File: src/rtl/core/fmd_pkg.sv
`timescale 1ns / 1ps
`default_nettype none
// ----------------------------------------------------------------------------
// fmd_pkg
// Types and constants shared by the framed message deframer files.
// ----------------------------------------------------------------------------
package fmd_pkg;

	localparam int HEADER_BYTES = 24;
	localparam int POS_W        = 5;
	localparam int CFG_IDX_W    = 8;
	localparam int CFG_DATA_W   = 32;

	// magic bytes, first byte in the low lane
	localparam logic [31:0] HDR_MAGIC = 32'h5043_4E4D;

	localparam logic [CFG_IDX_W-1:0] CFG_EXPECTED_VERSION = 8'd0;
	localparam logic [CFG_IDX_W-1:0] CFG_MAX_PAYLOAD      = 8'd1;
	localparam logic [CFG_IDX_W-1:0] CFG_TYPE_LOWEST      = 8'd2;
	localparam logic [CFG_IDX_W-1:0] CFG_TYPE_HIGHEST     = 8'd3;

	localparam logic [15:0] RST_EXPECTED_VERSION = 16'd1;
	localparam logic [31:0] RST_MAX_PAYLOAD      = 32'd1048576;
	localparam logic [7:0]  RST_TYPE_LOWEST      = 8'd0;
	localparam logic [7:0]  RST_TYPE_HIGHEST     = 8'd255;

	localparam logic [1:0] KIND_HEADER  = 2'd0;
	localparam logic [1:0] KIND_PAYLOAD = 2'd1;
	localparam logic [1:0] KIND_ERROR   = 2'd2;

	localparam logic [2:0] ERR_MAGIC   = 3'd0;
	localparam logic [2:0] ERR_VERSION = 3'd1;
	localparam logic [2:0] ERR_TYPE    = 3'd2;
	localparam logic [2:0] ERR_LENGTH  = 3'd3;
	localparam logic [2:0] ERR_CHUNK   = 3'd4;

	typedef enum logic [1:0] {
		PH_HEADER  = 2'd0,
		PH_PAYLOAD = 2'd1,
		PH_ERROR   = 2'd2
	} phase_t;

	typedef struct packed {
		logic [15:0] expected_version;
		logic [31:0] max_payload;
		logic [7:0]  type_lowest;
		logic [7:0]  type_highest;
	} cfg_t;

	typedef struct packed {
		logic       valid;
		logic [7:0] data;
	} stage_t;

endpackage
`default_nettype wire

File: src/rtl/core/fmd_byte_if.sv
`timescale 1ns / 1ps
`default_nettype none
// ----------------------------------------------------------------------------
// fmd_byte_if
// Byte stream channel with valid/ready handshake.
// ----------------------------------------------------------------------------
interface fmd_byte_if;
	logic       valid;
	logic       ready;
	logic [7:0] in_byte;

	modport source (output valid, output in_byte, input ready);
	modport sink (input valid, input in_byte, output ready);
endinterface
`default_nettype wire

File: src/rtl/core/fmd_result_if.sv
`timescale 1ns / 1ps
`default_nettype none
// ----------------------------------------------------------------------------
// fmd_result_if
// Result channel carrying decoded header, payload byte or error.
// ----------------------------------------------------------------------------
interface fmd_result_if;
	logic        valid;
	logic        ready;
	logic [1:0]  kind;
	logic [7:0]  frame_type;
	logic [7:0]  frame_flags;
	logic [31:0] request_id;
	logic [31:0] chunk_index;
	logic [31:0] chunk_count;
	logic [31:0] payload_length;
	logic [7:0]  data_byte;
	logic        last;
	logic [2:0]  error_code;

	modport source (
		output valid, output kind, output frame_type, output frame_flags,
		output request_id, output chunk_index, output chunk_count,
		output payload_length, output data_byte, output last, output error_code,
		input ready
	);
	modport sink (
		input valid, input kind, input frame_type, input frame_flags,
		input request_id, input chunk_index, input chunk_count,
		input payload_length, input data_byte, input last, input error_code,
		output ready
	);
endinterface
`default_nettype wire

File: src/rtl/core/fmd_cfg_if.sv
`timescale 1ns / 1ps
`default_nettype none
// ----------------------------------------------------------------------------
// fmd_cfg_if
// Register write channel: index and data with valid/ready handshake.
// ----------------------------------------------------------------------------
interface fmd_cfg_if;
	logic                            valid;
	logic                            ready;
	logic [fmd_pkg::CFG_IDX_W-1:0]   index;
	logic [fmd_pkg::CFG_DATA_W-1:0]  data;

	modport source (output valid, output index, output data, input ready);
	modport sink (input valid, input index, input data, output ready);
endinterface
`default_nettype wire

File: src/rtl/core/fmd_cfg_regs.sv
`timescale 1ns / 1ps
`default_nettype none
// ----------------------------------------------------------------------------
// fmd_cfg_regs
// Configuration register file; writes to unknown indexes are dropped.
// ----------------------------------------------------------------------------
module fmd_cfg_regs (
	input  wire logic         clk,
	input  wire logic         arst_n,
	fmd_cfg_if.sink           cfg,
	output fmd_pkg::cfg_t     regs
);

	fmd_pkg::cfg_t regs_q;

	assign cfg.ready = 1'b1;
	assign regs      = regs_q;

	always_ff @(posedge clk or negedge arst_n) begin
		if (!arst_n) begin
			regs_q.expected_version <= fmd_pkg::RST_EXPECTED_VERSION;
			regs_q.max_payload      <= fmd_pkg::RST_MAX_PAYLOAD;
			regs_q.type_lowest      <= fmd_pkg::RST_TYPE_LOWEST;
			regs_q.type_highest     <= fmd_pkg::RST_TYPE_HIGHEST;
		end else if (cfg.valid) begin
			unique case (cfg.index)
				fmd_pkg::CFG_EXPECTED_VERSION: regs_q.expected_version <= cfg.data[15:0];
				fmd_pkg::CFG_MAX_PAYLOAD:      regs_q.max_payload      <= cfg.data[31:0];
				fmd_pkg::CFG_TYPE_LOWEST:      regs_q.type_lowest      <= cfg.data[7:0];
				fmd_pkg::CFG_TYPE_HIGHEST:     regs_q.type_highest     <= cfg.data[7:0];
				default: ;
			endcase
		end
	end

endmodule
`default_nettype wire

File: src/rtl/core/fmd_in_stage.sv
`timescale 1ns / 1ps
`default_nettype none
// ----------------------------------------------------------------------------
// fmd_in_stage
// Input register for the byte stream; refills in the cycle it drains.
// ----------------------------------------------------------------------------
module fmd_in_stage (
	input  wire logic         clk,
	input  wire logic         arst_n,
	fmd_byte_if.sink          rx,
	input  wire logic         advance,
	output fmd_pkg::stage_t   stage
);

	logic       valid_s1;
	logic [7:0] byte_s1;

	assign rx.ready = !valid_s1 || advance;
	assign stage    = {valid_s1, byte_s1};

	always_ff @(posedge clk or negedge arst_n) begin
		if (!arst_n) begin
			valid_s1 <= 1'b0;
		end else if (rx.ready) begin
			valid_s1 <= rx.valid;
		end
	end

	always_ff @(posedge clk) begin
		if (rx.ready && rx.valid) begin
			byte_s1 <= rx.in_byte;
		end
	end

endmodule
`default_nettype wire

File: src/rtl/core/fmd_decode.sv
`timescale 1ns / 1ps
`default_nettype none
// ----------------------------------------------------------------------------
// fmd_decode
// Frame state, header store, header checks and the result register.
// ----------------------------------------------------------------------------
module fmd_decode (
	input  wire logic              clk,
	input  wire logic              arst_n,
	input  wire fmd_pkg::stage_t   stage,
	input  wire fmd_pkg::cfg_t     regs,
	output logic                   advance,
	fmd_result_if.source           res
);

	fmd_pkg::phase_t            phase_q, phase_d;
	logic [fmd_pkg::POS_W-1:0]  pos_q, pos_d;
	logic [31:0]                remain_q, remain_d;
	logic [7:0]                 store_q [fmd_pkg::HEADER_BYTES];
	logic [7:0]                 hdr [fmd_pkg::HEADER_BYTES];

	logic                       out_valid_q;
	logic [1:0]                 kind_q;
	logic [7:0]                 type_q, flags_q, data_q;
	logic [31:0]                req_q, cidx_q, ccnt_q, len_q;
	logic                       last_q;
	logic [2:0]                 err_q;

	logic                       take;
	logic                       hdr_done;
	logic                       produce;
	logic [1:0]                 kind_d;
	logic [7:0]                 data_d;
	logic                       last_d;
	logic [2:0]                 err_d;
	logic                       bad;
	logic [31:0]                magic, req, len, cidx, ccnt, remain_dec;
	logic [15:0]                version;

	assign advance = !out_valid_q || res.ready;
	assign take    = stage.valid && advance;

	// current byte completes the header in place of its last entry
	always_comb begin
		for (int i = 0; i < fmd_pkg::HEADER_BYTES; i++) begin
			hdr[i] = store_q[i];
		end
		if (pos_q == fmd_pkg::POS_W'(fmd_pkg::HEADER_BYTES - 1)) begin
			hdr[fmd_pkg::HEADER_BYTES-1] = stage.data;
		end
	end

	assign magic   = {hdr[3], hdr[2], hdr[1], hdr[0]};
	assign version = {hdr[5], hdr[4]};
	assign req     = {hdr[11], hdr[10], hdr[9], hdr[8]};
	assign len     = {hdr[15], hdr[14], hdr[13], hdr[12]};
	assign cidx    = {hdr[19], hdr[18], hdr[17], hdr[16]};
	assign ccnt    = {hdr[23], hdr[22], hdr[21], hdr[20]};

	assign remain_dec = remain_q - {31'd0, (remain_q != 32'd0)};
	assign hdr_done   = (pos_q == fmd_pkg::POS_W'(fmd_pkg::HEADER_BYTES - 1));

	always_comb begin
		bad = 1'b1;
		if (magic != fmd_pkg::HDR_MAGIC) begin
			err_d = fmd_pkg::ERR_MAGIC;
		end else if (version != regs.expected_version) begin
			err_d = fmd_pkg::ERR_VERSION;
		end else if (hdr[6] < regs.type_lowest || hdr[6] > regs.type_highest) begin
			err_d = fmd_pkg::ERR_TYPE;
		end else if (len > regs.max_payload) begin
			err_d = fmd_pkg::ERR_LENGTH;
		end else if (ccnt == 32'd0 || cidx >= ccnt) begin
			err_d = fmd_pkg::ERR_CHUNK;
		end else begin
			err_d = fmd_pkg::ERR_MAGIC;
			bad   = 1'b0;
		end
	end

	always_comb begin
		phase_d  = phase_q;
		pos_d    = pos_q;
		remain_d = remain_q;
		produce  = 1'b0;
		kind_d   = fmd_pkg::KIND_HEADER;
		data_d   = 8'd0;
		last_d   = 1'b0;
		unique case (phase_q)
			fmd_pkg::PH_PAYLOAD: begin
				produce  = 1'b1;
				kind_d   = fmd_pkg::KIND_PAYLOAD;
				data_d   = stage.data;
				remain_d = remain_dec;
				if (remain_dec == 32'd0) begin
					last_d  = 1'b1;
					phase_d = fmd_pkg::PH_HEADER;
					pos_d   = '0;
				end
			end
			fmd_pkg::PH_HEADER: begin
				if (hdr_done) begin
					produce = 1'b1;
					pos_d   = '0;
					if (bad) begin
						kind_d  = fmd_pkg::KIND_ERROR;
						phase_d = fmd_pkg::PH_ERROR;
					end else if (len == 32'd0) begin
						last_d  = 1'b1;
					end else begin
						remain_d = len;
						phase_d  = fmd_pkg::PH_PAYLOAD;
					end
				end else begin
					pos_d = fmd_pkg::POS_W'(pos_q + 1'b1);
				end
			end
			default: ;
		endcase
	end

	always_ff @(posedge clk or negedge arst_n) begin
		if (!arst_n) begin
			phase_q     <= fmd_pkg::PH_HEADER;
			pos_q       <= '0;
			remain_q    <= '0;
			out_valid_q <= 1'b0;
		end else begin
			if (take) begin
				phase_q  <= phase_d;
				pos_q    <= pos_d;
				remain_q <= remain_d;
			end
			if (advance) begin
				out_valid_q <= take && produce;
			end
		end
	end

	always_ff @(posedge clk) begin
		if (take && phase_q == fmd_pkg::PH_HEADER) begin
			store_q[pos_q] <= stage.data;
		end
	end

	always_ff @(posedge clk) begin
		if (take && produce) begin
			kind_q  <= kind_d;
			type_q  <= hdr[6];
			flags_q <= hdr[7];
			req_q   <= req;
			cidx_q  <= cidx;
			ccnt_q  <= ccnt;
			len_q   <= len;
			data_q  <= data_d;
			last_q  <= last_d;
			err_q   <= (kind_d == fmd_pkg::KIND_ERROR) ? err_d : fmd_pkg::ERR_MAGIC;
		end
	end

	assign res.valid          = out_valid_q;
	assign res.kind           = kind_q;
	assign res.frame_type     = type_q;
	assign res.frame_flags    = flags_q;
	assign res.request_id     = req_q;
	assign res.chunk_index    = cidx_q;
	assign res.chunk_count    = ccnt_q;
	assign res.payload_length = len_q;
	assign res.data_byte      = data_q;
	assign res.last           = last_q;
	assign res.error_code     = err_q;

endmodule
`default_nettype wire

File: src/rtl/core/framed_message_deframer.sv
`timescale 1ns / 1ps
`default_nettype none
// ----------------------------------------------------------------------------
// framed_message_deframer
// Collects a 24-byte little-endian header, checks it, then passes the payload
// through one byte per result; errors are sticky until reset.
//
//   channel  role    transaction
//   rx       sink    one stream byte
//   res      source  header, payload byte or error result
//   cfg      sink    one register write (index, data)
//
// One byte enters per clock while res is not stalled; rx reaches res via
// the input register and the result register. The rate is set by the single
// decode stage between them; frame state updates there once per byte.
// A stall on res holds the result register and backs up through the input
// register to rx.ready; while res is full every byte waits, with or without
// a result.
// Reset clears frame state and loads register defaults; no clearing pass.
// ----------------------------------------------------------------------------
module framed_message_deframer (
	input  wire logic     clk,
	input  wire logic     arst_n,
	fmd_byte_if.sink      rx,
	fmd_result_if.source  res,
	fmd_cfg_if.sink       cfg
);

	fmd_pkg::cfg_t   regs;
	fmd_pkg::stage_t stage;
	logic            advance;

	fmd_cfg_regs u_cfg (
		.clk    (clk),
		.arst_n (arst_n),
		.cfg    (cfg),
		.regs   (regs)
	);

	fmd_in_stage u_in (
		.clk     (clk),
		.arst_n  (arst_n),
		.rx      (rx),
		.advance (advance),
		.stage   (stage)
	);

	fmd_decode u_dec (
		.clk     (clk),
		.arst_n  (arst_n),
		.stage   (stage),
		.regs    (regs),
		.advance (advance),
		.res     (res)
	);

endmodule
`default_nettype wire
File: src/flat_wrapper.sv
// flat-port wrapper written by rule: the top's interface ports become plain ports
module framed_message_deframer_flat 
  (clk, arst_n, rx_valid, rx_in_byte, rx_ready, res_valid, res_kind, res_frame_type, res_frame_flags, res_request_id, res_chunk_index, res_chunk_count, res_payload_length, res_data_byte, res_last, res_error_code, res_ready, cfg_valid, cfg_index, cfg_data, cfg_ready);
  fmd_byte_if rx_i ();
  fmd_result_if res_i ();
  fmd_cfg_if cfg_i ();
  input  wire logic clk;
  input  wire logic arst_n;
  input wire logic [$bits(rx_i.valid)-1:0] rx_valid;
  input wire logic [$bits(rx_i.in_byte)-1:0] rx_in_byte;
  output wire logic [$bits(rx_i.ready)-1:0] rx_ready;
  output wire logic [$bits(res_i.valid)-1:0] res_valid;
  output wire logic [$bits(res_i.kind)-1:0] res_kind;
  output wire logic [$bits(res_i.frame_type)-1:0] res_frame_type;
  output wire logic [$bits(res_i.frame_flags)-1:0] res_frame_flags;
  output wire logic [$bits(res_i.request_id)-1:0] res_request_id;
  output wire logic [$bits(res_i.chunk_index)-1:0] res_chunk_index;
  output wire logic [$bits(res_i.chunk_count)-1:0] res_chunk_count;
  output wire logic [$bits(res_i.payload_length)-1:0] res_payload_length;
  output wire logic [$bits(res_i.data_byte)-1:0] res_data_byte;
  output wire logic [$bits(res_i.last)-1:0] res_last;
  output wire logic [$bits(res_i.error_code)-1:0] res_error_code;
  input wire logic [$bits(res_i.ready)-1:0] res_ready;
  input wire logic [$bits(cfg_i.valid)-1:0] cfg_valid;
  input wire logic [$bits(cfg_i.index)-1:0] cfg_index;
  input wire logic [$bits(cfg_i.data)-1:0] cfg_data;
  output wire logic [$bits(cfg_i.ready)-1:0] cfg_ready;
  assign rx_i.valid = rx_valid;
  assign rx_i.in_byte = rx_in_byte;
  assign rx_ready = rx_i.ready;
  assign res_valid = res_i.valid;
  assign res_kind = res_i.kind;
  assign res_frame_type = res_i.frame_type;
  assign res_frame_flags = res_i.frame_flags;
  assign res_request_id = res_i.request_id;
  assign res_chunk_index = res_i.chunk_index;
  assign res_chunk_count = res_i.chunk_count;
  assign res_payload_length = res_i.payload_length;
  assign res_data_byte = res_i.data_byte;
  assign res_last = res_i.last;
  assign res_error_code = res_i.error_code;
  assign res_i.ready = res_ready;
  assign cfg_i.valid = cfg_valid;
  assign cfg_i.index = cfg_index;
  assign cfg_i.data = cfg_data;
  assign cfg_ready = cfg_i.ready;
  framed_message_deframer u_core (.clk(clk), .arst_n(arst_n), .rx(rx_i), .res(res_i), .cfg(cfg_i));
endmodule
File: config.mk
export PLATFORM = sky130hd
export DESIGN_NAME = framed_message_deframer_flat
export DESIGN_NICKNAME = d
export VERILOG_FILES = /design/src/rtl/core/fmd_pkg.sv /design/src/rtl/core/fmd_byte_if.sv /design/src/rtl/core/fmd_result_if.sv /design/src/rtl/core/fmd_cfg_if.sv /design/src/rtl/core/fmd_cfg_regs.sv /design/src/rtl/core/fmd_in_stage.sv /design/src/rtl/core/fmd_decode.sv /design/src/rtl/core/framed_message_deframer.sv /design/src/flat_wrapper.sv
export SDC_FILE = /design/constraint.sdc
export NUM_CORES = 1
export LEC_CHECK = 0
export ABC_AREA = 1
export BUFFER_PORTS_ARGS = -buffer_cell sky130_fd_sc_hd__buf_2
export CORE_MARGIN = 2
export CORE_UTILIZATION = 30
export CTS_CLUSTER_SIZE = 16
export DETAILED_ROUTE_END_ITERATION = 12
export SLEW_MARGIN = 15
export SYNTH_ARGS = -nofsm -noshare
export SYNTH_HDL_FRONTEND = slang
export SYNTH_SLANG_ARGS = --single-unit
File: constraint.sdc
create_clock -name clk -period 18.2 [get_ports clk]
set_input_delay 0 -clock clk [delete_from_list [all_inputs] [get_ports clk]]
set_output_delay 0 -clock clk [all_outputs]
set_load 0.01 [all_outputs]
==> metrics.cfg <==
[sta]
min_period_ps=4060
hold_viol=0
post-route-period-util_pct=22.3
tns_ps=0
tightest_slew_ps=1080
rsz0062_at_grt=no
slew_headroom_pct=27.7
clock_skew_ps=22.0
drv_slew=0
setup_viol=0
fmax_mhz=247

[clock_network]
cts_tree=built
path_clk_slew_ps=60
cts_buffer_depth=3
cts_buffers=48
clock_latency_ps=580
cts_sinks=463
cts_max_level=2
cts_root_buf=clkbuf_16

[synthesis]
synth_cell_types=44
synth_edf_count=358
postSynth.asyncResetShare_pct=22.7
synth_top_area_share_pct=54.6
synthTopCellsByArea=edfxtp_1 (55%), dfrtp_1 (12%), nand2_1 (6.2%)
avgSynthCellArea_um2=11.8
synthesis.nets=1799
synthCells=1661
yosysWarningCount=0
ys_dominant_reg_cell=edfxtp_1
seq_area_frac_synth_pct=68.1
ys_ff_latch=463
synth_top_area_cell=edfxtp_1
syn_area_um2=19700

[pwr]
leakage_uw=0.00997
p_clk_share_pct=45.5
cellInternalPower_uw=1750
seqPwrFrac_pct=52.0
power_density_nw_per_um2=92.6
p_sw_share_pct=20.7
power_uw=2210
ir_worst_vdd_mv=0.0604
p_switching_uw=457
power_frac_comb_pct=2.6

[setup_path]
cp_top_family=buffers and inverters
cp.arrival_ps=4250
path_max_fanout=84
critPathSlowestCell=buf_4
path_class=reg2reg
required_ps=18390
critPathMaxStageDelay_ps=930
reg2reg_slack_ps=14140
cpMostUsedCell=buf_4
path_cells=nor2_1 -> buf_4 -> inv_2 -> nor2_1 -> nor3_4 -> buf_4 -> buf_4
cp-start-kind=flip-flop
critPathBufInv=4
crit_path_end_kind=flip-flop

[global_routing]
grt_pass1_vias=12887
grt_max_degree=85
grt_use_total_pct=15.0
grt_overflow_total=0
antenna_found_initial=0
grt_pass1_wl_mm=76.7

[finish]
diodes=0
fillers=6318
drive_gt1_share_pct=19.5
fin_nets=2093
areaGrowthSynthToFinish_pct=21.1
final_cell_area_um2=23800

[drt]
vias_per_cell=4.55
wl_mm=51.2
firstDrtPassIters=6
detail_route.iter0.violations=1177
drc=0
ant_nets=0
vias=12972
wl_per_cell_um=18.0

[floorplanning]
die_x_um=260
fp-row-count=93
die_h_um=260
core_um2=64700
ios=214
start_util_pct=30.4
die_area_um2=67600

[placed_design]
place.gp.congestion=0.886
hpwlAfterDp_mm=35.7
post_dp_cell_area_um2=21800
io_buffers=212

[status]
status=finished clean

[job]
maxCapViolCount=0

[min_path]
hp-class=in2async

==> sequential cells by signal, summed over array words and instances, names as in the netlist, 32 cells and up <==
signal and cells:
u_core.u_dec.res.chunk_index 32, u_core.u_dec.store_q 192, u_core.u_cfg.regs 64, u_core.u_dec.res.chunk_count 32
u_core.u_dec.res.payload_length 32, res_request_id 32, u_core.u_dec.remain_q 32
==> through the flow <==
stage	hold slack, ps	utilization (%)	worst slack (ps)	instances
5_1_grt	83.4	36.8	13780	2849
2_1_floorplan	-296	-	9950	1661
4_1_cts	15.1	36.8	14060	2849
6_report	46.4	36.8	14140	2849
3_3_place_gp	22.7	33.6	14210	2714
3_5_place_dp	32.5	33.6	14100	2714
==> power by group through the flow <==
| stage | registers [uW] | logic (uW) | clock network (uW) |
|---|---|---|---|
| 2_1_floorplan | 1170 | 18.4 | 0 |
| 3_3_place_gp | 1170 | 48.0 | 0 |
| 3_5_place_dp | 1170 | 49.8 | 0 |
| 4_1_cts | 1150 | 58.2 | 1030 |
| 5_1_grt | 1150 | 64.6 | 1070 |
| 6_report | 1150 | 56.9 | 1000 |
==> placed cells by master (no fill, tap or decap), types with 49 or more instances in the layout <==
| cell | netlist | routed |
|---|---|---|
| clkbuf_16 | 0 | 49 |
| edfxtp_1 | 358 | 358 |
| a21oi_1 | 55 | 55 |
| nor2_1 | 164 | 164 |
| nand2_1 | 324 | 323 |
| buf_2 | 1 | 211 |
| ha_1 | 85 | 85 |
| dfrtp_1 | 95 | 95 |
| inv_1 | 213 | 213 |
| o21ai_0 | 85 | 85 |
==> what timing repair did <==
| item | in CTS | in global routing |
|---|---|---|
| endpoints found under the hold margin | 121 | 0 |
| resized for setup | 0 | 0 |
| hold buffers | 46 | 0 |
| buffers inserted | 0 | 0 |
==> synth_stat cells, types with 2 or more instances <==
library cell	instances
a21boi_0	3
a21oi_1	55
buf_4	2
buf_6	7
clkbuf_1	16
dfrtp_1	95
dfstp_2	10
edfxtp_1	358
ha_1	85
inv_1	213
inv_2	5
nand2_1	324
nand2_2	7
nand2_4	5
nand3_1	42
nand3b_1	8
nand4_1	38
nor2_1	164
nor2_2	11
nor2_4	6
nor3_1	8
nor4_1	16
o21a_1	9
o21ai_0	85
o21ai_1	10
o21ai_2	33
o21bai_1	4
or2_2	2
xnor2_1	17
xor2_1	9
==> worst register-to-register path, delay by kind of cell, from the launching register on <==
kind	cells	cell delay (ps)
simple gates	3	510
flops	1	460
buf+inv	4	2610
==> metal layers <==
| layer | track usage, % | part of all wire (%) | wire [um] | vias up |
|---|---|---|---|---|
| li1 | - | - | - | 6222 |
| met1 | 20.7 | 45 | 23200 | 6297 |
| met2 | 24.6 | 47 | 24200 | 384 |
| met3 | 2.37 | 5.7 | 2910 | 69 |
| met4 | 3.86 | 1.9 | 966 | 0 |
| met5 | 0 | 0 | 0 | - |
==> cell type report <==
type	count	area, um^2	share of cell area [%]
timing repair buffer	271	1630	6.85
sequential	463	13400	56.2
inverter	219	822	3.45
clock buffer	56	1260	5.30
tap	855	1070	4.49
multi-input combinational	952	5310	22.3
clock inverter	33	345	1.45
==> kinds of logic after synthesis <==
logic type,count (synthesis),synth area share [%]
xor+xnor,27,1.24
other cells,1,0.0191
flops,463,68.1
fa+ha+maj,85,5.41
simple gates,638,14.3
buf+inv,246,5.00
compound gates,201,5.97
==> worst paths after layout <==
path                                            start                         endpoint  cells after the start
max reg2reg                   u_core.u_dec.phase_q[1]  u_core.u_dec.res.frame_flags[4]                      7
min in group clk                            cfg_valid             u_core.u_cfg.regs[4]                      3
max                           u_core.u_dec.phase_q[1]  u_core.u_dec.res.frame_flags[4]                      7
min                                            arst_n             u_core.u_cfg.regs[1]                      2
max in group asynchronous                      arst_n            u_core.u_cfg.regs[43]                      3
min reg2reg                u_core.u_dec.store_q[7][6]  u_core.u_dec.res.frame_flags[6]                      0
No activity file was read; power rests on OpenSTA's default activity.
